**config.mk**
```make
export PLATFORM = sky130hd
export DESIGN_NAME = nrot_out
export DESIGN_NICKNAME = d
export VERILOG_FILES = /design/src/hdl/nrot_pkg.sv /design/src/hdl/nrot_out.sv
export SDC_FILE = /design/constraint.sdc
export NUM_CORES = 2
export LEC_CHECK = 0
export BUFFER_PORTS_ARGS = -buffer_cell sky130_fd_sc_hd__buf_2
export CORE_MARGIN = 2
export CORE_UTILIZATION = 45
export DETAILED_ROUTE_END_ITERATION = 16
export PLACE_DENSITY_LB_ADDON = 0.05
export SLEW_MARGIN = 0
export SYNTH_ARGS = -nofsm -noshare
export SYNTH_HDL_FRONTEND = slang
export SYNTH_SLANG_ARGS = --single-unit
```
**constraint.sdc**
```tcl
create_clock -name clk -period 7.7 [get_ports clk]
set_input_delay 0.77 -clock clk [delete_from_list [all_inputs] [get_ports clk]]
set_output_delay 0.77 -clock clk [all_outputs]
set_load 0.005 [all_outputs]
```
**src/hdl/nrot_pkg.sv**
```systemverilog
`default_nettype none

package nrot_pkg;

    // Default coordinate width of the edge vector and rotation pair.
    localparam int COORD_WIDTH_DEF = 16;

    // Default number of fraction bits of the normalized rotation pair.
    localparam int INNER_FRAC_DEF = 18;

    // Width of the rotated coordinates on the output word.
    localparam int OUT_W = 17;

    // Saturation bounds of the rotated coordinates, as magnitudes.
    localparam logic [OUT_W-1:0] OUT_POS_MAX = 17'h0FFFF;
    localparam logic [OUT_W-1:0] OUT_NEG_MAX = 17'h10000;

endpackage : nrot_pkg

`default_nettype wire

```
**src/hdl/nrot_out.sv**
```systemverilog
`default_nettype none

module nrot_out
    import nrot_pkg::*;
#(
    parameter int CW = COORD_WIDTH_DEF,
    parameter int F = INNER_FRAC_DEF,
    localparam int M_W = F + 1,
    localparam int P_W = F + CW + 2,
    localparam int A_W = F + CW + 3,
    localparam int R_W = A_W + 1 - F,
    localparam int X_W = R_W + OUT_W
)
(
    input  wire logic                       clk,
    input  wire logic                       rst_n,
    input  wire logic                       up_valid,
    output logic                            up_ready,
    input  wire logic [CW-1:0]              x_in,
    input  wire logic [CW-1:0]              y_in,
    input  wire logic                       cneg_in,
    input  wire logic                       sneg_in,
    input  wire logic                       degen_in,
    input  wire logic [1:0][M_W-1:0]        m_in,
    output logic                            out_valid,
    input  wire logic                       out_stall,
    output logic [OUT_W-1:0]                out_x,
    output logic [OUT_W-1:0]                out_y,
    output logic                            degenerate
);

    logic v1_reg, v2_reg, v3_reg, v4_reg;
    logic rdy1, rdy2, rdy3, rdy4;

    // Stage one: signed unit pair times the edge vector.
    logic signed [F+1:0] cn;
    logic signed [F+1:0] sn;
    logic signed [P_W-1:0] pxc_next, pys_next, pyc_next, pxs_next;
    logic signed [P_W-1:0] pxc_reg, pys_reg, pyc_reg, pxs_reg;
    logic dg1_reg;

    // Stage two: rotated sums, exact.
    logic signed [A_W-1:0] accx_next, accy_next;
    logic signed [A_W-1:0] accx_reg, accy_reg;
    logic dg2_reg;

    // Stage three: magnitudes rounded half away from zero.
    logic [A_W-1:0] magx, magy;
    logic [A_W:0]   sumx, sumy;
    logic [R_W-1:0] rx_reg, ry_reg;
    logic           negx_reg, negy_reg;
    logic           dg3_reg;

    // Stage four: saturation, sign and the output register.
    logic [X_W-1:0]   rx_ext, ry_ext;
    logic [X_W-1:0]   limx, limy;
    logic [X_W-1:0]   satx, saty;
    logic [X_W-1:0]   sgnx, sgny;
    logic [OUT_W-1:0] outx_next, outy_next;
    logic [OUT_W-1:0] outx_reg, outy_reg;
    logic             dg4_reg;

    // The last stage frees up as soon as its word is taken.
    assign rdy4 = !v4_reg || !out_stall;
    assign rdy3 = !v3_reg || rdy4;
    assign rdy2 = !v2_reg || rdy3;
    assign rdy1 = !v1_reg || rdy2;
    assign up_ready = rdy1;

    assign cn = cneg_in ? -$signed({1'b0, m_in[0]}) : $signed({1'b0, m_in[0]});
    assign sn = sneg_in ? -$signed({1'b0, m_in[1]}) : $signed({1'b0, m_in[1]});
    assign pxc_next = cn * $signed(x_in);
    assign pys_next = sn * $signed(y_in);
    assign pyc_next = cn * $signed(y_in);
    assign pxs_next = sn * $signed(x_in);

    assign accx_next = pxc_reg + pys_reg;
    assign accy_next = pyc_reg - pxs_reg;

    assign magx = accx_reg[A_W-1] ? (~accx_reg + 1'b1) : accx_reg;
    assign magy = accy_reg[A_W-1] ? (~accy_reg + 1'b1) : accy_reg;
    assign sumx = {1'b0, magx} + ((A_W+1)'(1) << (F - 1));
    assign sumy = {1'b0, magy} + ((A_W+1)'(1) << (F - 1));

    // Clamp to the output range, then apply the sign.
    assign rx_ext = X_W'(rx_reg);
    assign ry_ext = X_W'(ry_reg);
    assign limx = negx_reg ? X_W'(OUT_NEG_MAX) : X_W'(OUT_POS_MAX);
    assign limy = negy_reg ? X_W'(OUT_NEG_MAX) : X_W'(OUT_POS_MAX);
    assign satx = (rx_ext > limx) ? limx : rx_ext;
    assign saty = (ry_ext > limy) ? limy : ry_ext;
    assign sgnx = negx_reg ? ({X_W{1'b0}} - satx) : satx;
    assign sgny = negy_reg ? ({X_W{1'b0}} - saty) : saty;
    assign outx_next = dg3_reg ? '0 : sgnx[OUT_W-1:0];
    assign outy_next = dg3_reg ? '0 : sgny[OUT_W-1:0];

    // Valid bits of the four stages.
    always_ff @(posedge clk or negedge rst_n)
    begin
        if (!rst_n)
        begin
            v1_reg <= 1'b0;
            v2_reg <= 1'b0;
            v3_reg <= 1'b0;
            v4_reg <= 1'b0;
        end
        else
        begin
            if (rdy1)
            begin
                v1_reg <= up_valid;
            end
            if (rdy2)
            begin
                v2_reg <= v1_reg;
            end
            if (rdy3)
            begin
                v3_reg <= v2_reg;
            end
            if (rdy4)
            begin
                v4_reg <= v3_reg;
            end
        end
    end

    // Payload of the four stages.
    always_ff @(posedge clk)
    begin
        if (up_valid && rdy1)
        begin
            pxc_reg <= pxc_next;
            pys_reg <= pys_next;
            pyc_reg <= pyc_next;
            pxs_reg <= pxs_next;
            dg1_reg <= degen_in;
        end
        if (v1_reg && rdy2)
        begin
            accx_reg <= accx_next;
            accy_reg <= accy_next;
            dg2_reg  <= dg1_reg;
        end
        if (v2_reg && rdy3)
        begin
            rx_reg   <= sumx[A_W:F];
            ry_reg   <= sumy[A_W:F];
            negx_reg <= accx_reg[A_W-1];
            negy_reg <= accy_reg[A_W-1];
            dg3_reg  <= dg2_reg;
        end
        if (v3_reg && rdy4)
        begin
            outx_reg <= outx_next;
            outy_reg <= outy_next;
            dg4_reg  <= dg3_reg;
        end
    end

    assign out_valid  = v4_reg;
    assign out_x      = outx_reg;
    assign out_y      = outy_reg;
    assign degenerate = dg4_reg;

endmodule : nrot_out

`default_nettype wire

```
==> flow_summary.toml <==
[logic_synthesis]
synth.distinct_cells = 86
synth-warning-count = 0
async_flop_share_pct = 1.32
yosysTopAreaCellShare_pct = 39.4
netlist_area_um2 = 64700
avgSynthCellArea_um2 = 9.32
synth_seq_cells = 302
netlist_top_cells_area = "fa_1, edfxtp_1, inv_1"
synth_edf_count = 298
syn_inst = 6944
yosysSeqAreaShare_pct = 14.0
ys.flop_type = "edfxtp_1"
netlist.top_cell.by_area = "fa_1"

[cells_and_area]
multi_input_comb_area_um2 = 50300
seqCellArea_um2 = 9050
mostFrequentLayoutCells = "inv_1, fa_1, nand2_1, buf_4, and2_1"
final_nets = 9434
fillers = 13284
final_common_cell = "inv_1"
syn_to_final_growth_pct = 18.4
drive_above_1_share_pct = 16.9

[floorplanning]
die-area_um2 = 147000
start_util_pct = 45.2
fp.dieW_um = 383
ioPinCount = 114
core_area_um2 = 143000
row_count = 139
die_y_um = 383

[worst_setup_path]
regToRegSetupSlack_ns = 2.60
path_max_fanout = 7
path_delay_family = "adder cells"
reg2reg_depth = 11
path_buf_inv = 10
critical_path_arrival_ns = 8.25
path_class = "in -> reg"
slowest_stage = "or4_4"
slowest_delay_ns = 0.56
cp_data_required_time_ns = 8.07
end_kind = "register"
cp.depth = 32
rr_startpoint = "pxs_reg[0]"
path_common_cell = "buf_6"
r2r-end = "accy_reg[32]"
worstSetupStartpointType = "primary input"

[hold_path]
hold_path.class = "in -> reg"
worstHoldEndpoint = "dg1_reg"
min_delay_path_depth = 1
hold_start = "degen_in"

[grt]
gr-total-overflow = 0
grt_pass1_wl_mm = 292
grt_pass1_vias = 50935
antenna_found_initial = 7
grt_max_degree = 76
grtUsageTotal_pct = 25.6

[cts]
htreeDepth = 2
cts_tree = "done"
cts_buffer_depth = 3
clkTransAtPathRegs_ns = 0.05
cts_inserted_buffers = 41
clockRootBuffer = "clkbuf_16"
cts.sinks = 302
worst_skew_pair.late_latency_ns = 0.62

[job]
cap_violations = 0

[timing]
clock_skew_ns = 0.0277
tightestPinTransition_ns = 1.26
setup-tns-final_ns = -1.05
hold_violations = 0
fin_crit_ns = 7.87
period_share_pct = 102
max_freq_mhz = 127
setup-violations-final = 14
maxSlewHeadroom_pct = 14.9
slew_viol_final = 0
rsz0062_at_grt = "true"
finalWorstSetupSlack_ns = -0.175

[placement]
gp_congestion = 0.910
pre_cts_slack_ns = -1.03
hpwlAfterDp_mm = 149
port_buffers = 113

[drt]
wirelength_mm = 180
drtIter0Drc = 2749
dr_total_vias = 48225
wl_per_cell_um = 18.9
firstDrtPassIters = 5
avgViaCountPerCell = 5.05
antenna_left = 0
drc_errors = 0

[run_status]
status = "finished, violations left"
failed_checks = "setup timing"
-- stage by stage --
stage / area [um2] / utilization (%) / hold WS (ns) / cells
final: 76600 / 53.5 / 0.362 / 9548
after CTS: 75200 / 52.5 / 0.311 / 9515
after floorplan: 65200 / - / 0.400 / 6945
after detailed placement: 73400 / 51.3 / 0.411 / 9421
after global routing: 76600 / 53.5 / 0.332 / 9547
after global placement: 73400 / 51.3 / 0.409 / 9421
-- worst reg2reg max path, cell delays in order, from the launching register on --
cell,delay [ns]
edfxtp_1,0.37
ha_1,0.23
fa_1,0.41
nor2b_1,0.18
o31a_1,0.21
o221ai_1,0.19
a21oi_1,0.44
a31oi_1,0.32
o311ai_0,1.13
and3_1,0.41
a41oi_1,0.17
xnor2_1,0.72
-- per-layer routing --
layer	GRT usage, %	up-vias	part of all wire, %
met1	36.9	24581	46
li1	-	22547	-
met5	0	-	0.0050
met4	6.29	2	2.8
met2	41.9	947	47
met3	2.34	148	4.4
-- repair_timing --
action                                  4_1_cts  5_1_grt
gates cloned                                  0        4
pin swaps                                    38      170
endpoints found under the hold margin         4        0
buffers inserted                             17       37
resized for setup                            46      256
endpoints found under the setup margin       31       52
hold buffers                                  1        0
-- cell usage after synthesis, types with 6 or more instances --
master and count:
o31ai_1 22, nor2_1 236, clkbuf_1 291, inv_1 1587
o41ai_1 15, and4_1 8, nand2b_1 46, nand3_1 35
nor3_1 53, fa_1 1274, nand2_1 811, or2_2 17
o22ai_1 10, and3_1 28, xor2_1 74, a31oi_1 22
mux2_2 10, mux2i_1 7, o21bai_1 24, or3_1 28
a221oi_1 6, nor4_1 21, o31a_1 6, a211o_1 8
xnor2_1 240, a21oi_1 203, nor2b_1 29, and2_1 552
ha_1 472, edfxtp_1 298, a311oi_1 7, a21o_1 105
nand4_1 19, nand3b_1 7, o21ai_0 189, o21a_1 36
a211oi_1 27, a21boi_0 8, o211ai_1 15
-- worst max path at each step --
stage              from           to
2_1_floorplan  m_in[22]  pxs_reg[35]
3_3_place_gp   m_in[22]  pxs_reg[35]
3_5_place_dp   m_in[22]  pys_reg[32]
4_1_cts        m_in[25]  pys_reg[32]
5_1_grt        m_in[25]  pxs_reg[35]
6_report       m_in[25]  pxs_reg[33]
-- final cells by class --
type / instances / share of cell area, %
multi-input combinational: 4758 / 65.7
clock inverter: 28 / 0.392
timing repair buffer: 918 / 9.84
sequential: 302 / 11.8
clock buffer: 48 / 1.37
inverter: 1590 / 7.79
tap: 1903 / 3.11
antenna: 1 / 0.00327
-- logic make-up (layout without fill, tap and decap cells) --
group                    after synthesis  count (layout)  share of synthesized area, %
AND/OR/NAND/NOR                     1918            1918                          14.5
buffers and inverters               1886            2584                          11.0
adder cells (fa/ha/maj)             1746            1746                          48.5
AO/OA/AOI/OAI                        760             760                          7.47
XOR/XNOR                             314             315                          4.25
flip-flops                           302             302                          14.0
multiplexers                          17              17                         0.282
other                                  1               3                       0.00580
Power is left out: the tool's default activity adds up to more than one toggle a clock period on the data nets, which glitch-free logic cannot reach.
