`config.mk`:
```
export PLATFORM = sky130hd
export DESIGN_NAME = nrot_prep
export DESIGN_NICKNAME = d
export VERILOG_FILES = /design/src/hdl/nrot_pkg.sv /design/src/hdl/nrot_prep.sv
export SDC_FILE = /design/constraint.sdc
export NUM_CORES = 1
export LEC_CHECK = 0
export ABC_AREA = 0
export BUFFER_PORTS_ARGS = -buffer_cell sky130_fd_sc_hd__buf_4
export CAP_MARGIN = 20
export CORE_UTILIZATION = 60
export DETAILED_ROUTE_END_ITERATION = 8
export HOLD_SLACK_MARGIN = 0.08
export PLACE_DENSITY = 0.81
export SYNTH_ARGS = -nofsm -noshare
export SYNTH_HDL_FRONTEND = slang
export SYNTH_SLANG_ARGS = --single-unit
```
`constraint.sdc`:
```
create_clock -name clk -period 8.7 [get_ports clk]
set_clock_uncertainty 0.05 [all_clocks]
set_input_delay 1.74 -clock clk [delete_from_list [all_inputs] [get_ports clk]]
set_output_delay 1.74 -clock clk [all_outputs]
set_load 0.05 [all_outputs]
```
`src/hdl/nrot_pkg.sv`:
```
`default_nettype none

package nrot_pkg;

    // Default coordinate width of the edge vector and rotation pair.
    localparam int COORD_WIDTH_DEF = 16;

    // Default number of fraction bits of the normalized rotation pair.
    localparam int INNER_FRAC_DEF = 18;

    // Width of the rotated coordinates on the output word.
    localparam int OUT_W = 17;

    // Saturation bounds of the rotated coordinates, as magnitudes.
    localparam logic [OUT_W-1:0] OUT_POS_MAX = 17'h0FFFF;
    localparam logic [OUT_W-1:0] OUT_NEG_MAX = 17'h10000;

endpackage : nrot_pkg

`default_nettype wire

```
`src/hdl/nrot_prep.sv`:
```
`default_nettype none

module nrot_prep
    import nrot_pkg::*;
#(
    parameter int CW = COORD_WIDTH_DEF,
    parameter int F = INNER_FRAC_DEF,
    localparam int SQ_W = 2*CW - 1,
    localparam int N_W = 2*CW,
    localparam int REM_W = 2*CW + 2*F + 2,
    localparam int NT_W = 2*CW + F + 3
)
(
    input  wire logic                       clk,
    input  wire logic                       rst_n,
    input  wire logic                       up_valid,
    output logic                            up_ready,
    input  wire logic [CW-1:0]              x_in,
    input  wire logic [CW-1:0]              y_in,
    input  wire logic [CW-1:0]              c_in,
    input  wire logic [CW-1:0]              s_in,
    input  wire logic                       dn_ready,
    output logic                            dn_valid,
    output logic [CW-1:0]                   x_out,
    output logic [CW-1:0]                   y_out,
    output logic                            cneg_out,
    output logic                            sneg_out,
    output logic                            degen_out,
    output logic [N_W-1:0]                  n_out,
    output logic [1:0][REM_W-1:0]           rem_out,
    output logic [1:0][NT_W-1:0]            nt_out
);

    // Stage one: magnitudes and squares of the rotation pair.
    logic              v1_reg;
    logic              rdy1;
    logic [CW-1:0]     x1_reg;
    logic [CW-1:0]     y1_reg;
    logic              cneg1_reg;
    logic              sneg1_reg;
    logic [SQ_W-1:0]   c2_reg;
    logic [SQ_W-1:0]   s2_reg;
    logic [CW-1:0]     c_mag;
    logic [CW-1:0]     s_mag;
    logic [2*CW-1:0]   c_prod;
    logic [2*CW-1:0]   s_prod;
    logic [SQ_W-1:0]   c2_next;
    logic [SQ_W-1:0]   s2_next;

    // Stage two: squared length and initial remainders.
    logic              v2_reg;
    logic              rdy2;
    logic [N_W-1:0]    n_sum;
    logic [REM_W-1:0]  c_shift;
    logic [REM_W-1:0]  s_shift;
    logic [REM_W-1:0]  n_ext;
    logic [REM_W-1:0]  remc_next;
    logic [REM_W-1:0]  rems_next;
    logic [NT_W-1:0]   nt_next;
    logic [CW-1:0]     x2_reg;
    logic [CW-1:0]     y2_reg;
    logic              cneg2_reg;
    logic              sneg2_reg;
    logic              degen2_reg;
    logic [N_W-1:0]    n2_reg;
    logic [REM_W-1:0]  remc_reg;
    logic [REM_W-1:0]  rems_reg;
    logic [NT_W-1:0]   nt_reg;

    // A stage takes a new word when it is empty or its word moves on.
    assign rdy2 = !v2_reg || dn_ready;
    assign rdy1 = !v1_reg || rdy2;
    assign up_ready = rdy1;

    // Magnitudes; the most negative code maps onto its unsigned magnitude.
    assign c_mag = c_in[CW-1] ? (~c_in + 1'b1) : c_in;
    assign s_mag = s_in[CW-1] ? (~s_in + 1'b1) : s_in;
    assign c_prod = c_mag * c_mag;
    assign s_prod = s_mag * s_mag;
    assign c2_next = c_prod[SQ_W-1:0];
    assign s2_next = s_prod[SQ_W-1:0];

    // The remainder starts at v^2 * 2^(2F+2) - n, which is the test value
    // for a normalized magnitude of zero.
    assign n_sum = {1'b0, c2_reg} + {1'b0, s2_reg};
    assign c_shift = {1'b0, c2_reg, {(2*F + 2){1'b0}}};
    assign s_shift = {1'b0, s2_reg, {(2*F + 2){1'b0}}};
    assign n_ext = {{(REM_W - N_W){1'b0}}, n_sum};
    assign remc_next = c_shift - n_ext;
    assign rems_next = s_shift - n_ext;
    assign nt_next = {NT_W{1'b0}} - {{(NT_W - N_W){1'b0}}, n_sum};

    // Valid bits of both stages.
    always_ff @(posedge clk or negedge rst_n)
    begin
        if (!rst_n)
        begin
            v1_reg <= 1'b0;
            v2_reg <= 1'b0;
        end
        else
        begin
            if (rdy1)
            begin
                v1_reg <= up_valid;
            end
            if (rdy2)
            begin
                v2_reg <= v1_reg;
            end
        end
    end

    // Payload of stage one.
    always_ff @(posedge clk)
    begin
        if (up_valid && rdy1)
        begin
            x1_reg    <= x_in;
            y1_reg    <= y_in;
            cneg1_reg <= c_in[CW-1];
            sneg1_reg <= s_in[CW-1];
            c2_reg    <= c2_next;
            s2_reg    <= s2_next;
        end
    end

    // Payload of stage two.
    always_ff @(posedge clk)
    begin
        if (v1_reg && rdy2)
        begin
            x2_reg     <= x1_reg;
            y2_reg     <= y1_reg;
            cneg2_reg  <= cneg1_reg;
            sneg2_reg  <= sneg1_reg;
            degen2_reg <= (n_sum == '0);
            n2_reg     <= n_sum;
            remc_reg   <= remc_next;
            rems_reg   <= rems_next;
            nt_reg     <= nt_next;
        end
    end

    assign dn_valid   = v2_reg;
    assign x_out      = x2_reg;
    assign y_out      = y2_reg;
    assign cneg_out   = cneg2_reg;
    assign sneg_out   = sneg2_reg;
    assign degen_out  = degen2_reg;
    assign n_out      = n2_reg;
    assign rem_out[0] = remc_reg;
    assign rem_out[1] = rems_reg;
    assign nt_out[0]  = nt_reg;
    assign nt_out[1]  = nt_reg;

endmodule : nrot_prep

`default_nettype wire

```
==> results.cfg <==
[floorplanning]
die_h_um = 213
die_w_um = 213
start_util_pct = 60.8
core-area_um2 = 44100
num_rows = 77
pin_count = 383
dieArea_um2 = 45500

[layout]
n_fill_cell = 3147
syn_to_final_growth_pct = 21.3
diodes = 0
nets = 3695
largest_register_ffs = 69
final_area_um2 = 32500
drive_above_1_share_pct = 25.8

[synth]
synth_edf_count = 262
synth_seq_cells = 264
synth-simple-area-share_pct = 10.6
synthAdderAreaFrac_pct = 34.9
ys.flop_type = edfxtp_1
synth-compound-area-share_pct = 6.02
synthMuxAreaShare_pct = 0.154
synth_seq_area_share_pct = 29.5
synth_area_um2 = 26800
ys_warn_count = 0
synth.distinct_cells = 85
async_flop_share_pct = 0.758
avgSynthCellArea_um2 = 10.4
yosys.area_share.xor_xnor_pct = 6.73
syn_inst = 2578
synth_top_family_by_area = adder cells

[placement]
portBuffers = 382
pre_cts_ws_ns = -0.715
dpl_cell_area_um2 = 31300
gp_congestion = 0.975
dp_hpwl_mm = 59.5

[sta]
relSlewSlack_pct = 27.6
post-route-period-util_pct = 97.9
fin_crit_ns = 8.52
hold_ws_ns = 0.367
grt_setup_unrepaired = yes
final-setup-viol-count = 0
worstMarginPinSlew_ns = 1.09
hold_viol = 0
max_freq_mhz = 117
slew_violations = 0
worst_slack_ns = 0.179

[min_path]
hold_path_class = flip-flop to flip-flop
hp-start = y1_reg[9]
holdPathStages = 0
worst_hold_path.endpoint = y_out[9]

[detailed_routing]
drtAntennaViolNets = 0
firstDrtPassIters = 5
post_drt_wl_per_cell_um = 19.3
wl_mm = 71.2
drc = 0
first_iter_violations = 1458
avgViaCountPerCell = 5.42
vias = 20000

[worst_setup_path]
critPathLaunchType = input port
worstPathMaxFanout = 5
worstSetupPathType = input port to flip-flop
rrSetupSlack_ns = 2.70
rr_startpoint = s2_reg[0]
worstRegToRegCells = 12
critPathCaptureType = flip-flop
critPathRequiredTime_ns = 8.95
worstReg2RegEnd = rems_reg[63]
arrival_ns = 8.77

[clocking]
postCtsHoldBufs = 0
cts_buffer_depth = 3
clkSinkCount = 264
worstSkewPairLatency_ns = 0.56
clk_pin_slew_ns = 0.06
cts-root-buf = clkbuf_16
h-tree-depth = 1
cts_tree = done
cts-buffers-inserted = 27

[grt]
antenna_found_initial = 0
grt_pass1_vias = 20600
gr-total-overflow = 0
gr-usage-all-layers_pct = 31.9
grt_pass1_wl_mm = 110
grt_max_degree = 82

[run]
maxCapViolCount = 0

[run_status]
status = complete, no violations
metal layers:
layer  routed length, um  track usage, %  vias to the layer above
li1                    -               -                     9113
met1               27500            40.3                     9930
met2               34900            54.5                      767
met3                4850            4.14                      187
met4                3960            15.6                        0
met5                   0               0                        -
worst max-delay path: stages:
cell      delay [ns]
buf_6           0.09
or4_4           0.55
or4_4           0.51
buf_6           0.14
o21ai_4         0.20
xor2_4          0.24
inv_4           0.10
nand2_4         0.08
fa_1            0.45
fa_1            0.56
inv_2           0.04
fa_1            0.49
fa_1            0.50
fa_1            0.52
inv_2           0.04
fa_1            0.50
inv_2           0.06
ha_4            0.23
buf_6           0.11
a21o_1          0.20
a21oi_4         0.15
o211ai_1        0.14
a31oi_2         0.21
o21ai_1         0.12
a21o_1          0.18
a31o_2          0.25
a211oi_2        0.23
xnor2_1         0.12
Yosys cell counts (all sizes together) (4+ instances only):
library cell	number	area, um2
a21oi	69	345
o31ai	9	67.6
inv	513	1930
nor4	14	130
xnor2	139	1220
nand4	11	68.8
clkinv	11	41.3
a21boi	4	30.0
buf	151	1120
o211ai	5	42.5
clkbuf	34	128
nor3b	4	30.0
nor3	47	235
o21bai	13	97.6
xor2	66	578
ha	220	2750
and3	14	87.6
a211o	5	43.8
fa	330	6610
a211oi	16	135
o21a	14	105
nand3b	6	45.0
edfxtp	262	7870
nand4b	5	50.0
and2	8	50.1
nor2b	9	56.3
nand3	20	100
a21o	29	218
nand2b	28	183
o31a	4	35.0
or3	15	98.8
nand2	200	751
nor2	186	706
or4	11	86.3
o21ai	51	259
or2	6	37.5
cells by family after synthesis:
| group | after synthesis |
|---|---|
| AOI/OAI and AO/OA | 246 |
| xor gates and xnor gates | 205 |
| adders and majority gates | 550 |
| buffers and inverters | 709 |
| DFF | 264 |
| muxes | 4 |
| other | 2 |
| and+or+nand+nor | 598 |
placed cells by master, fill, tap and decap left out, types with 8 or more instances in the layout:
master     instances
a21oi_2            8
a211oi_1          11
nand2b_1          27
fa_1             323
or3_1             13
o21bai_1          13
nand3_1           19
nor2_1           174
o21a_1            14
o21ai_0           35
xnor2_1          130
and3_1            13
clkinv_2           8
xor2_1            64
buf_4            630
o21ai_1           11
nor3_1            46
nand2_1          191
clkbuf_16         27
a21o_1            29
ha_1             214
conb_1            22
nand4_1           11
inv_1            502
edfxtp_1         262
inv_2             13
clkinv_1           9
nor4_1             9
nor2b_1            9
a21oi_1           58
worst max path at each step:
stage                 start         end  slack, ns  depth (start not counted)
CTS                 c_in[7]  c2_reg[29]      0.006                         28
floorplan           c_in[7]  c2_reg[30]      -0.09                         25
global placement    c_in[7]  c2_reg[30]      -0.51                         25
detailed placement  c_in[7]  c2_reg[30]      -0.71                         28
finish              c_in[6]  c2_reg[29]       0.18                         28
global route        c_in[6]  c2_reg[29]      -0.07                         28
per-stage QoR:
stage               TNS [ns]  instances  util, %
detailed placement     -7.32       3630     70.9
finish                     0       3689     73.7
global placement       -4.10       3630     70.9
global route          -0.160       3689     73.7
floorplan            -0.0937       2598        -
CTS                        0       3681     72.9
layout make-up:
cell class	instances	area [um2]	share of cell area (%)
Multi-Input combinational cell	1625	16200	49.9
Timing Repair Buffer	635	4790	14.7
Clock buffer	29	683	2.10
Sequential cell	264	7920	24.4
Tap cell	592	741	2.28
Inverter	524	1980	6.08
Clock inverter	20	169	0.520
repair_timing:
action / 4_1_cts / 5_1_grt
setup buffers: 2 / 8
pin swaps: 6 / 65
endpoints found under the setup margin: 3 / 18
gates resized for setup: 6 / 74
Power is left out: the tool's default activity adds up to more than one toggle a clock period on the data nets, which glitch-free logic cannot reach.
