===== src/hdl/nrot_pkg.sv =====
`default_nettype none

package nrot_pkg;

    // Default coordinate width of the edge vector and rotation pair.
    localparam int COORD_WIDTH_DEF = 16;

    // Default number of fraction bits of the normalized rotation pair.
    localparam int INNER_FRAC_DEF = 18;

    // Width of the rotated coordinates on the output word.
    localparam int OUT_W = 17;

    // Saturation bounds of the rotated coordinates, as magnitudes.
    localparam logic [OUT_W-1:0] OUT_POS_MAX = 17'h0FFFF;
    localparam logic [OUT_W-1:0] OUT_NEG_MAX = 17'h10000;

endpackage : nrot_pkg

`default_nettype wire


===== src/hdl/nrot_cell.sv =====
`default_nettype none

module nrot_cell
    import nrot_pkg::*;
#(
    parameter int CW = COORD_WIDTH_DEF,
    parameter int F = INNER_FRAC_DEF,
    parameter int BIT = 0,
    localparam int N_W = 2*CW,
    localparam int REM_W = 2*CW + 2*F + 2,
    localparam int NT_W = 2*CW + F + 3,
    localparam int M_W = F + 1,
    localparam int D_W = 2*CW + 2*F + 6
)
(
    input  wire logic                       clk,
    input  wire logic                       rst_n,
    input  wire logic                       up_valid,
    output logic                            up_ready,
    input  wire logic [CW-1:0]              x_in,
    input  wire logic [CW-1:0]              y_in,
    input  wire logic                       cneg_in,
    input  wire logic                       sneg_in,
    input  wire logic                       degen_in,
    input  wire logic [N_W-1:0]             n_in,
    input  wire logic [1:0][REM_W-1:0]      rem_in,
    input  wire logic [1:0][NT_W-1:0]       nt_in,
    input  wire logic [1:0][M_W-1:0]        m_in,
    input  wire logic                       dn_ready,
    output logic                            dn_valid,
    output logic [CW-1:0]                   x_out,
    output logic [CW-1:0]                   y_out,
    output logic                            cneg_out,
    output logic                            sneg_out,
    output logic                            degen_out,
    output logic [N_W-1:0]                  n_out,
    output logic [1:0][REM_W-1:0]           rem_out,
    output logic [1:0][NT_W-1:0]            nt_out,
    output logic [1:0][M_W-1:0]             m_out
);

    logic                  valid_reg;
    logic [CW-1:0]         x_reg;
    logic [CW-1:0]         y_reg;
    logic                  cneg_reg;
    logic                  sneg_reg;
    logic                  degen_reg;
    logic [N_W-1:0]        n_reg;
    logic [1:0][REM_W-1:0] rem_reg;
    logic [1:0][NT_W-1:0]  nt_reg;
    logic [1:0][M_W-1:0]   m_reg;
    logic [1:0][REM_W-1:0] rem_next;
    logic [1:0][NT_W-1:0]  nt_next;
    logic [1:0][M_W-1:0]   m_next;

    assign up_ready = !valid_reg || dn_ready;

    // Each lane decides one bit of its normalized magnitude m. With t = 2m - 1,
    // the remainder holds v^2 * 2^(2F+2) - t^2 * n and nt holds t * n. Setting
    // bit BIT raises t by d = 2^(BIT+1), which lowers the remainder by
    // 2*d*t*n + d^2*n; the bit stays when the remainder does not go negative.
    for (genvar l = 0; l < 2; l++)
    begin : g_lane
        logic signed [D_W-1:0] rem_ext;
        logic signed [D_W-1:0] nt_sh;
        logic signed [D_W-1:0] n_sh;
        logic signed [D_W-1:0] trial;
        logic                  take;

        assign rem_ext = D_W'($signed(rem_in[l]));
        assign nt_sh   = D_W'($signed(nt_in[l])) <<< (BIT + 2);
        assign n_sh    = $signed({{(D_W - N_W){1'b0}}, n_in}) <<< (2*BIT + 2);
        assign trial   = rem_ext - nt_sh - n_sh;
        assign take    = !trial[D_W-1];

        assign rem_next[l] = take ? trial[REM_W-1:0] : rem_in[l];
        assign nt_next[l]  = take ? (nt_in[l] + (NT_W'(n_in) << (BIT + 1))) : nt_in[l];
        assign m_next[l]   = take ? (m_in[l] | (M_W'(1) << BIT)) : m_in[l];
    end

    // Valid bit of the cell.
    always_ff @(posedge clk or negedge rst_n)
    begin
        if (!rst_n)
        begin
            valid_reg <= 1'b0;
        end
        else if (up_ready)
        begin
            valid_reg <= up_valid;
        end
    end

    // Payload of the cell.
    always_ff @(posedge clk)
    begin
        if (up_valid && up_ready)
        begin
            x_reg     <= x_in;
            y_reg     <= y_in;
            cneg_reg  <= cneg_in;
            sneg_reg  <= sneg_in;
            degen_reg <= degen_in;
            n_reg     <= n_in;
            rem_reg   <= rem_next;
            nt_reg    <= nt_next;
            m_reg     <= m_next;
        end
    end

    assign dn_valid  = valid_reg;
    assign x_out     = x_reg;
    assign y_out     = y_reg;
    assign cneg_out  = cneg_reg;
    assign sneg_out  = sneg_reg;
    assign degen_out = degen_reg;
    assign n_out     = n_reg;
    assign rem_out   = rem_reg;
    assign nt_out    = nt_reg;
    assign m_out     = m_reg;

endmodule : nrot_cell

`default_nettype wire


===== config.mk =====
export PLATFORM = sky130hd
export DESIGN_NAME = nrot_cell
export DESIGN_NICKNAME = d
export VERILOG_FILES = /design/src/hdl/nrot_pkg.sv /design/src/hdl/nrot_cell.sv
export SDC_FILE = /design/constraint.sdc
export NUM_CORES = 1
export LEC_CHECK = 0
export CORE_AREA = 2 2 271 273
export DETAILED_ROUTE_END_ITERATION = 16
export DIE_AREA = 0 0 273 275
export DONT_BUFFER_PORTS = 1
export PLACE_DENSITY = 0.56
export SLEW_MARGIN = 15
export SYNTH_ARGS = -nofsm -noshare
export SYNTH_HDL_FRONTEND = slang
export SYNTH_SLANG_ARGS = --single-unit

===== constraint.sdc =====
create_clock -name clk -period 25.2 [get_ports clk]
set_clock_uncertainty 0.05 [all_clocks]
set_input_delay 6.3 -clock clk [delete_from_list [all_inputs] [get_ports clk]]
set_output_delay 6.3 -clock clk [all_outputs]
set_load 0.005 [all_outputs]

==> flow_metrics.env, run 1 <==
export IMPL_cts_max_level=2
export IMPL_insertion_delay_ns=0.57
export IMPL_hpwl_microns=81050
export IMPL_ys_warn_count=0
export IMPL_hold_class="register to register"
export IMPL_worst_pin_slew_ns=1.021
export IMPL_rsz0062_at_grt="false"
export IMPL_ctsResizeCount=0
export IMPL_gp_congestion=0.9470
export IMPL_layout_common_cells="392 x inv_1, 351 x edfxtp_1, 332 x nand2_1, 278 x ha_1, 273 x a21oi_1"
export IMPL_grt_overflow_total=0
export IMPL_grt_pass1_wl_microns=142600
export IMPL_reg2reg_to="nt_out[4]"
export IMPL_finalNetCount=3741
export IMPL_antenna_found_initial=7
export IMPL_synth_seq_cells=352
export IMPL_clock_sinks=352
export IMPL_die_area_sq_um=75080
export IMPL_reg2reg_depth=4
export IMPL_fin_crit_sh=0.5087
export IMPL_yosys_top_cells_area="edfxtp_1 37%, ha_1 12%, inv_1 5.2%"
export IMPL_clock_path_buffers=3
export IMPL_cp_required_ns=18.85
export IMPL_reg2reg_slack_ns=21.87
export IMPL_viasPerCell=5.647
export IMPL_crit_type="input port to primary output"
export IMPL_hold_viol=0
export IMPL_cp_max_fo=3
export IMPL_leakagePower_uw=0.01256
export IMPL_synth_edf_count=351
export IMPL_cts_hold_fix_buffers=0
export IMPL_setup_tns_final_ns=0
export IMPL_peakVddDrop_mv=0.05035
export IMPL_finalMaxSlewViolations=0
export IMPL_rr_startpoint="dn_valid"
export IMPL_cts_buffers=43
export IMPL_io_buffers=0
export IMPL_final_common_cell="inv_1"
export IMPL_synth_top_cell_by_area="edfxtp_1"
export IMPL_detail_route_antenna_nets=0
export IMPL_num_fill_cells=7184
export IMPL_slowest_stage="nand2b_1"
export IMPL_crit_path_start_kind="input port"
export IMPL_die_w_microns=273
export IMPL_start_util=0.3919
export IMPL_hold_depth=2
export IMPL_async_flop_share=0.002841
export IMPL_dr_pass1_iters=5
export IMPL_area_delta_synth_final_pct=8.046
export IMPL_ys_seq_area_frac=0.3727
export IMPL_grt_usage=0.2532
export IMPL_clockRootBuffer="clkbuf_16"
export IMPL_cap_violations=0
export IMPL_cts_setup_buffers=0
export IMPL_synthFlopType="edfxtp_1"
export IMPL_setup_viol=0
export IMPL_grt_pass1_vias=21780
export IMPL_syn_cell_area_sq_um=28350
export IMPL_cp_end_kind="primary output"
export IMPL_cp_top_family="simple AND/OR/NAND/NOR gates"
export IMPL_routed_wirelength_microns=99460
export IMPL_crit_path_max_incr_delay_ns=0.17
export IMPL_postSynthCellCount=3095
export IMPL_finalPower_uw=2180
export IMPL_core_sq_um=72340
export IMPL_pin_count=708
export IMPL_power_density_nw_per_um2=71.19
export IMPL_grt_max_degree=221
export IMPL_maxSlewHeadroom=0.3138
export IMPL_worstHoldStart="dn_valid"
export IMPL_worst_path_buf_inv=0
export IMPL_layout_drive_gt1_share=0.03549
export IMPL_dr_first_iter_drc_count=1493
export IMPL_clkTransAtPathRegs_ns=0.06
export IMPL_cts_tree="done"
export IMPL_arrival_ns=6.47
export IMPL_status="finished clean"
export IMPL_die_h_microns=275
export IMPL_max_freq_ghz=0.07800
export IMPL_path_cells="nand2b_1"
export IMPL_syn_nets=3794
export IMPL_rows=99
export IMPL_synth_top_area_frac=0.3718
export IMPL_min_to="dn_valid"
export IMPL_drc=0
export IMPL_period_minus_slack_ns=12.82
export IMPL_avgSynthCellArea_sq_um=9.159
export IMPL_vias=22780
export IMPL_synth_distinct_cells=79
export IMPL_wl_per_cell_microns=24.66
## power by group
| group | switching (uW) | internal (uW) |
|---|---|---|
| Sequential | 53.8 | 752 |
| Clock | 268 | 377 |
| Combinational | 462 | 268 |
## worst max-delay path by stage
stage          startpoint        to  slack (ns)  depth (start not counted)
6_report         dn_ready  up_ready       12.38                          1
3_5_place_dp     dn_ready  up_ready       12.38                          1
2_1_floorplan    dn_ready  cneg_out        9.97                          2
4_1_cts          dn_ready  up_ready       12.38                          1
3_3_place_gp     dn_ready  up_ready       12.38                          1
5_1_grt          dn_ready  up_ready       12.37                          1
## cells by family (layout without fill, tap and decap cells)
kind of cell / count (synthesis) / count (layout) / synth area share
adders and majority gates: 344 / 344 / 0.1693
xor gates and xnor gates: 215 / 215 / 0.06643
other: 0 / 4 / 0
buffers and inverters: 499 / 475 / 0.06771
muxes: 11 / 11 / 0.004149
and+or+nand+nor: 800 / 800 / 0.1317
AOI/OAI and AO/OA: 874 / 874 / 0.1880
DFF: 352 / 352 / 0.3727
## state kept, by name, summed over array words and instances (netlist names)
signal     cells
dn_valid       1
nt_out       106
m_out         38
y_out         16
cneg_out       1
sneg_out       1
degen_out      1
n_out         32
rem_out      140
x_out         16
## stage by stage
| step | cell area, sq um | hold WS, ns | std cells | util | worst slack (ns) |
|---|---|---|---|---|---|
| final | 30630 | 0.5588 | 4034 | 0.4234 | 12.38 |
| after CTS | 30610 | 0.5619 | 4030 | 0.4232 | 12.38 |
| after detailed placement | 29190 | 0.5465 | 3956 | 0.4035 | 12.38 |
| after global routing | 30620 | 0.6156 | 4032 | 0.4233 | 12.37 |
| after floorplan | 28350 | 0.4871 | 3095 | - | 9.968 |
| after global placement | 29190 | 0.5424 | 3956 | 0.4035 | 12.38 |
## synthesized netlist by cell type (5+ instances only)
cell      count
a21oi_1     273
o21ai_1       8
or3_1         7
nand4_1      61
and2_1       13
a221oi_1      7
nor3b_1       5
ha_1        278
nor2b_1      15
nor3_1       47
xnor2_1     128
nor2_1      169
o21ai_0     266
o31a_1        6
mux2i_1       5
a31oi_1      14
or2_2         5
inv_1       392
nand2b_1     29
clkbuf_1     75
and3_1       29
xor2_1       87
nand2_1     332
o21bai_1     56
o41ai_1       8
o211ai_1     18
o311ai_0      6
nand3_1      54
fa_1         66
buf_1         7
a21boi_0     12
nor4_1        9
mux2_2        6
nor4_2        8
edfxtp_1    351
buf_2        22
a211oi_1     19
o21a_1       29
a21o_1       73
o31ai_1      15
a41oi_1      13
a211o_1       8
## area by class of cell
type | instances | area (sq um) | share of cell area
diodes | 4 | 10.01 | 0.0003268
clock buffers | 49 | 1141 | 0.03726
clock inverters | 25 | 279.0 | 0.009110
inverters | 392 | 1471 | 0.04804
multi-input cells | 2244 | 15880 | 0.5185
flip-flops and latches | 352 | 10570 | 0.3449
well taps | 959 | 1200 | 0.03918
repair buffers | 9 | 80.08 | 0.002614
## per-layer routing
| metal | GRT usage | part of all wire | vias to the layer above |
|---|---|---|---|
| li1 | - | - | 10890 |
| met2 | 0.4178 | 0.46 | 902 |
| met1 | 0.3068 | 0.40 | 10850 |
| met4 | 0.07003 | 0.028 | 2 |
| met3 | 0.09959 | 0.11 | 132 |
| met5 | 0 | 0.00011 | - |
Note: power is estimated with default switching activity, not from simulation.
==> run 2, diff against run 1 <==
==> constraint.sdc (replaced) <==
create_clock -name clk -period 11.8 [get_ports clk]
set_clock_uncertainty 0.05 [all_clocks]
set_input_delay 2.95 -clock clk [delete_from_list [all_inputs] [get_ports clk]]
set_output_delay 2.95 -clock clk [all_outputs]
set_load 0.005 [all_outputs]
==> flow_metrics.env, run 2 (synthesis results as in run 1) <==
export IMPL_status="finished clean"
export IMPL_fin_crit_sh=0.6595
export IMPL_wl_per_cell_microns=24.59
export IMPL_die_h_microns=275
export IMPL_final_common_cell="inv_1"
export IMPL_grt_overflow_total=0
export IMPL_finalNetCount=3742
export IMPL_antenna_found_initial=3
export IMPL_hold_depth=2
export IMPL_crit_type="input port to register"
export IMPL_cts_hold_fix_buffers=0
export IMPL_cap_violations=0
export IMPL_crit_path_max_incr_delay_ns=0.66
export IMPL_clock_sinks=352
export IMPL_cp_max_fo=198
export IMPL_gp_congestion=0.9241
export IMPL_drc=0
export IMPL_worst_path_buf_inv=2
export IMPL_path_cells="inv_1 -> fa_1 -> ha_1 -> o21ai_0 -> a22oi_2 -> a221oi_2 -> o2111ai_2 -> a31oi_1 -> o2111a_1 -> o41a_1 -> o32a_2 -> buf_12 -> mux2_2"
export IMPL_grt_usage=0.2528
export IMPL_clock_path_buffers=3
export IMPL_cts_tree="done"
export IMPL_rr_startpoint="dn_valid"
export IMPL_viasPerCell=5.642
export IMPL_dr_wl_met3_microns=9217
export IMPL_insertion_delay_ns=0.57
export IMPL_period_minus_slack_ns=7.782
export IMPL_hold_viol=0
export IMPL_clkTransAtPathRegs_ns=0.06
export IMPL_core_sq_um=72340
export IMPL_max_freq_ghz=0.1285
export IMPL_grt_pass1_wl_microns=142600
export IMPL_io_buffers=0
export IMPL_area_delta_synth_final_pct=7.874
export IMPL_crit_path_start_kind="input port"
export IMPL_startpoint="n_in[1]"
export IMPL_grt_pass1_vias=21840
export IMPL_rows=99
export IMPL_cts_max_level=2
export IMPL_setup_tns_final_ns=0
export IMPL_leakagePower_uw=0.01254
export IMPL_setup_viol=0
export IMPL_clockRootBuffer="clkbuf_16"
export IMPL_pin_count=708
export IMPL_rsz0062_at_grt="false"
export IMPL_cp_depth=13
export IMPL_endpoint="nt_out[16]"
export IMPL_routed_wirelength_microns=99170
export IMPL_layout_drive_gt1_share=0.03449
export IMPL_hold_class="register to register"
export IMPL_detail_route_antenna_nets=0
export IMPL_slowest_stage="a221oi_2"
export IMPL_start_util=0.3919
export IMPL_wl_met1_microns=40970
export IMPL_postLayoutCoreUtil=0.4227
export IMPL_cp_required_ns=12.08
export IMPL_top_layer_used="met5"
export IMPL_maxSlewHeadroom=0.2114
export IMPL_cp_end_kind="register"
export IMPL_hpwl_microns=81270
export IMPL_largest_reg_flops=140
export IMPL_wl_met2_microns=46070
export IMPL_reg2reg_slack_ns=8.71
export IMPL_peakVddDrop_mv=0.1084
export IMPL_reg2reg_depth=4
export IMPL_grt_max_degree=199
export IMPL_ctsResizeCount=0
export IMPL_arrival_ns=8.06
export IMPL_cp_top_family="compound AO/OA/AOI/OAI gates"
export IMPL_layout_common_cells="392 x inv_1, 351 x edfxtp_1, 332 x nand2_1, 278 x ha_1, 273 x a21oi_1"
export IMPL_finalMaxSlewViolations=0
export IMPL_cts_setup_buffers=0
export IMPL_dr_pass1_iters=6
export IMPL_reg2reg_to="n_out[15]"
export IMPL_vias=22760
export IMPL_die_area_sq_um=75080
export IMPL_worst_pin_slew_ns=1.173
export IMPL_die_w_microns=273
export IMPL_cts_buffers=43
export IMPL_power_density_nw_per_um2=150.6
export IMPL_dr_first_iter_drc_count=1745
## run 2: changes by cell type in the layout (fill, tap and decap cells not counted), sizes merged
| cell | change |
|---|---|
| bufinv | -2 |
| clkbuf | +1 |
| clkinvlp | +1 |
| buf | +1 |
| inv | -1 |
| diode | -3 |
| clkinv | +2 |
## run 2: worst register-to-register path: cells and delay by family (launching register included)
kind / cells / cell delay (ns)
and+or+nand+nor: 2 / 0.68
buffers and inverters: 2 / 1.53
DFF: 1 / 0.40
## run 2: where the power goes
part	total (uW)	switching, uW	internal, uW
logic	1560	987	572
registers	1720	113	1600
clock network	1330	569	761
## run 2: area by class of cell
class	instances	area (sq um)
clock buffers	50	1145
clock inverters	25	221.5
multi-input cells	2244	15870
inverters	392	1471
fillers	7131	41760
flip-flops and latches	352	10570
well taps	959	1200
diodes	1	2.502
repair buffers	10	100.1
## run 2: how the worst min path moves through the flow
stage | start | endpoint | slack [ns]
2_1_floorplan | dn_valid | dn_valid | 0.49
4_1_cts | dn_valid | dn_valid | 0.58
3_5_place_dp | dn_valid | dn_valid | 0.57
6_report | dn_valid | dn_valid | 0.59
5_1_grt | dn_valid | dn_valid | 0.64
3_3_place_gp | dn_valid | dn_valid | 0.56
## run 2: per-layer routing
metal,vias up,GRT usage
met2,923,0.4173
met4,2,0.07377
met3,136,0.08231
met1,10800,0.3154
li1,10900,-
met5,-,0
## run 2: through the flow
stage               area [sq um]  instances  hold WS (ns)  total power, uW  worst slack (ns)
detailed placement         29210       3957        0.5669             3281             3.510
CTS                        30580       4032        0.5797             4630             4.115
global route               30580       4033        0.6353             4872             3.635
finish                     30580       4033        0.5866             4607             4.018
floorplan                  28350       3095        0.4868             2852             3.897
global placement           29210       3957        0.5561             3267             3.614
==> run 3, diff against run 2 <==
==> constraint.sdc (replaced) <==
create_clock -name clk -period 7.9 [get_ports clk]
set_clock_uncertainty 0.05 [all_clocks]
set_input_delay 1.975 -clock clk [delete_from_list [all_inputs] [get_ports clk]]
set_output_delay 1.975 -clock clk [all_outputs]
set_load 0.005 [all_outputs]
==> flow_metrics.env, run 3 (synthesis results as in run 1) <==
export IMPL_peakVddDrop_mv=0.1668
export IMPL_vias=22840
export IMPL_grt_usage=0.2553
export IMPL_die_area_sq_um=75080
export IMPL_finalMaxSlewViolations=0
export IMPL_maxSlewHeadroom=0.2813
export IMPL_crit_path_start_kind="input port"
export IMPL_cts_max_level=2
export IMPL_dp_cells=3968
export IMPL_cp_required_ns=8.17
export IMPL_rsz0062_at_grt="false"
export IMPL_reg2reg_slack_ns=5.55
export IMPL_start_util=0.3919
export IMPL_die_h_microns=275
export IMPL_setup_tns_final_ns=0
export IMPL_insertion_delay_ns=0.57
export IMPL_grt_max_degree=134
export IMPL_cts_hold_fix_buffers=0
export IMPL_stdcell_area_sq_um=30780
export IMPL_rr_startpoint="dn_valid"
export IMPL_io_buffers=0
export IMPL_fin_crit_sh=0.8067
export IMPL_period_minus_slack_ns=6.373
export IMPL_final_cells=4048
export IMPL_cts_setup_buffers=0
export IMPL_clockRootBuffer="clkbuf_16"
export IMPL_multi_input_area_sq_um=15870
export IMPL_crit_path_max_incr_delay_ns=0.86
export IMPL_cts_buffers=42
export IMPL_hpwl_microns=82100
export IMPL_use_met3=0.08807
export IMPL_reg2reg_depth=3
export IMPL_largest_reg_flops=140
export IMPL_detail_route_antenna_nets=0
export IMPL_ctsResizeCount=0
export IMPL_arrival_ns=6.64
export IMPL_grt_busiest_layer="met2"
export IMPL_num_fill_cells=7199
export IMPL_hold_viol=0
export IMPL_clkTransAtPathRegs_ns=0.06
export IMPL_antenna_found_initial=4
export IMPL_dr_pass1_iters=5
export IMPL_viasPerCell=5.643
export IMPL_reg2reg_to="nt_out[32]"
export IMPL_layout_common_cells="392 x inv_1, 351 x edfxtp_1, 332 x nand2_1, 278 x ha_1, 273 x a21oi_1"
export IMPL_path_cells="inv_1 -> fa_1 -> ha_1 -> o211ai_1 -> a2111oi_0 -> buf_4 -> nor2_1 -> o211ai_1 -> o211ai_1 -> a21oi_1 -> o41ai_2 -> buf_12 -> buf_12 -> mux2_2"
export IMPL_grt_pass1_wl_microns=144000
export IMPL_cts_tree="done"
export IMPL_startpoint="n_in[1]"
export IMPL_rows=99
export IMPL_dpl_cell_area_sq_um=29360
export IMPL_leakagePower_uw=0.01263
export IMPL_cap_violations=0
export IMPL_grt_util_met2=0.4248
export IMPL_met1_usage=0.3118
export IMPL_grt_overflow_total=0
export IMPL_finalNetCount=3752
export IMPL_setup_viol=0
export IMPL_core_sq_um=72340
export IMPL_final_common_cell="inv_1"
export IMPL_power_density_nw_per_um2=225.6
export IMPL_layout_drive_gt1_share=0.03922
export IMPL_grt_pass1_vias=22150
export IMPL_gp_congestion=0.9427
export IMPL_worst_pin_slew_ns=1.066
export IMPL_pin_count=708
export IMPL_wl_per_cell_microns=24.65
export IMPL_status="finished clean"
export IMPL_hold_class="register to register"
export IMPL_slowest_stage="o41ai_2"
export IMPL_endpoint="rem_out[72]"
export IMPL_layout_area_seq_sq_um=10570
export IMPL_crit_type="input port to register"
export IMPL_clock_sinks=352
export IMPL_cp_end_kind="register"
export IMPL_cpMostUsedCell="o211ai_1"
export IMPL_postLayoutCoreUtil=0.4254
export IMPL_routed_wirelength_microns=99770
export IMPL_clock_path_buffers=3
export IMPL_die_w_microns=273
export IMPL_cp_max_fo=75
export IMPL_dr_first_iter_drc_count=1702
export IMPL_area_delta_synth_final_pct=8.567
export IMPL_drc=0
export IMPL_max_freq_ghz=0.1569
==> run 3: cell count changes in the layout (fill, tap and decap cells not counted), moves of 2 or more <==
cell | previous run | this run
buf_4 | 8 | 14
clkbuf_1 | 5 | 8
clkinvlp_4 | 4 | 6
clkinv_1 | 9 | 3
diode_2 | 1 | 4
buf_12 | 2 | 7
==> run 3: how the worst min path moves through the flow <==
stage / from / to / slack, ns / cells past startpoint
floorplan: dn_valid / dn_valid / 0.49 / 2
global placement: dn_valid / dn_valid / 0.55 / 2
detailed placement: dn_valid / dn_valid / 0.56 / 2
CTS: dn_valid / dn_valid / 0.58 / 2
global route: dn_valid / dn_valid / 0.61 / 2
finish: dn_valid / dn_valid / 0.59 / 2
==> run 3: layout make-up <==
cell class                      instances  area share
Inverter                              392     0.04781
Timing Repair Buffer                   21    0.007968
Multi-Input combinational cell       2244      0.5158
Clock inverter                         22    0.007806
Antenna cell                            4   0.0003252
Sequential cell                       352      0.3433
Clock buffer                           54     0.03801
Tap cell                              959     0.03899
==> run 3: critical path, delay by kind of cell <==
kind	cells	cell delay, ns
compound gates	6	2.15
fa+ha+maj	2	0.84
buf+inv	4	1.08
mux	1	0.38
simple gates	1	0.13
==> run 3: per-stage QoR <==
step	worst slack (ns)	hold slack (ns)	total power (uW)
2_1_floorplan	0.9724	0.4868	4260
3_3_place_gp	0.9980	0.5479	4920
3_5_place_dp	0.9945	0.5634	4934
6_report	1.527	0.5856	6942
5_1_grt	1.194	0.6123	7352
4_1_cts	1.572	0.5782	6981
==> run 3: where the power goes <==
part	internal, uW	total [uW]	switching (uW)	leakage, uW
combinational	874	2360	1490	0.00859
clock	1180	2010	829	0.000671
sequential	2400	2570	169	0.00336
==> run 3: per-layer routing <==
layer	wire length, microns	vias to the layer above
met5	18	-
met4	2966	2
met3	9469	118
met2	46750	881
met1	40560	10930
li1	-	10910
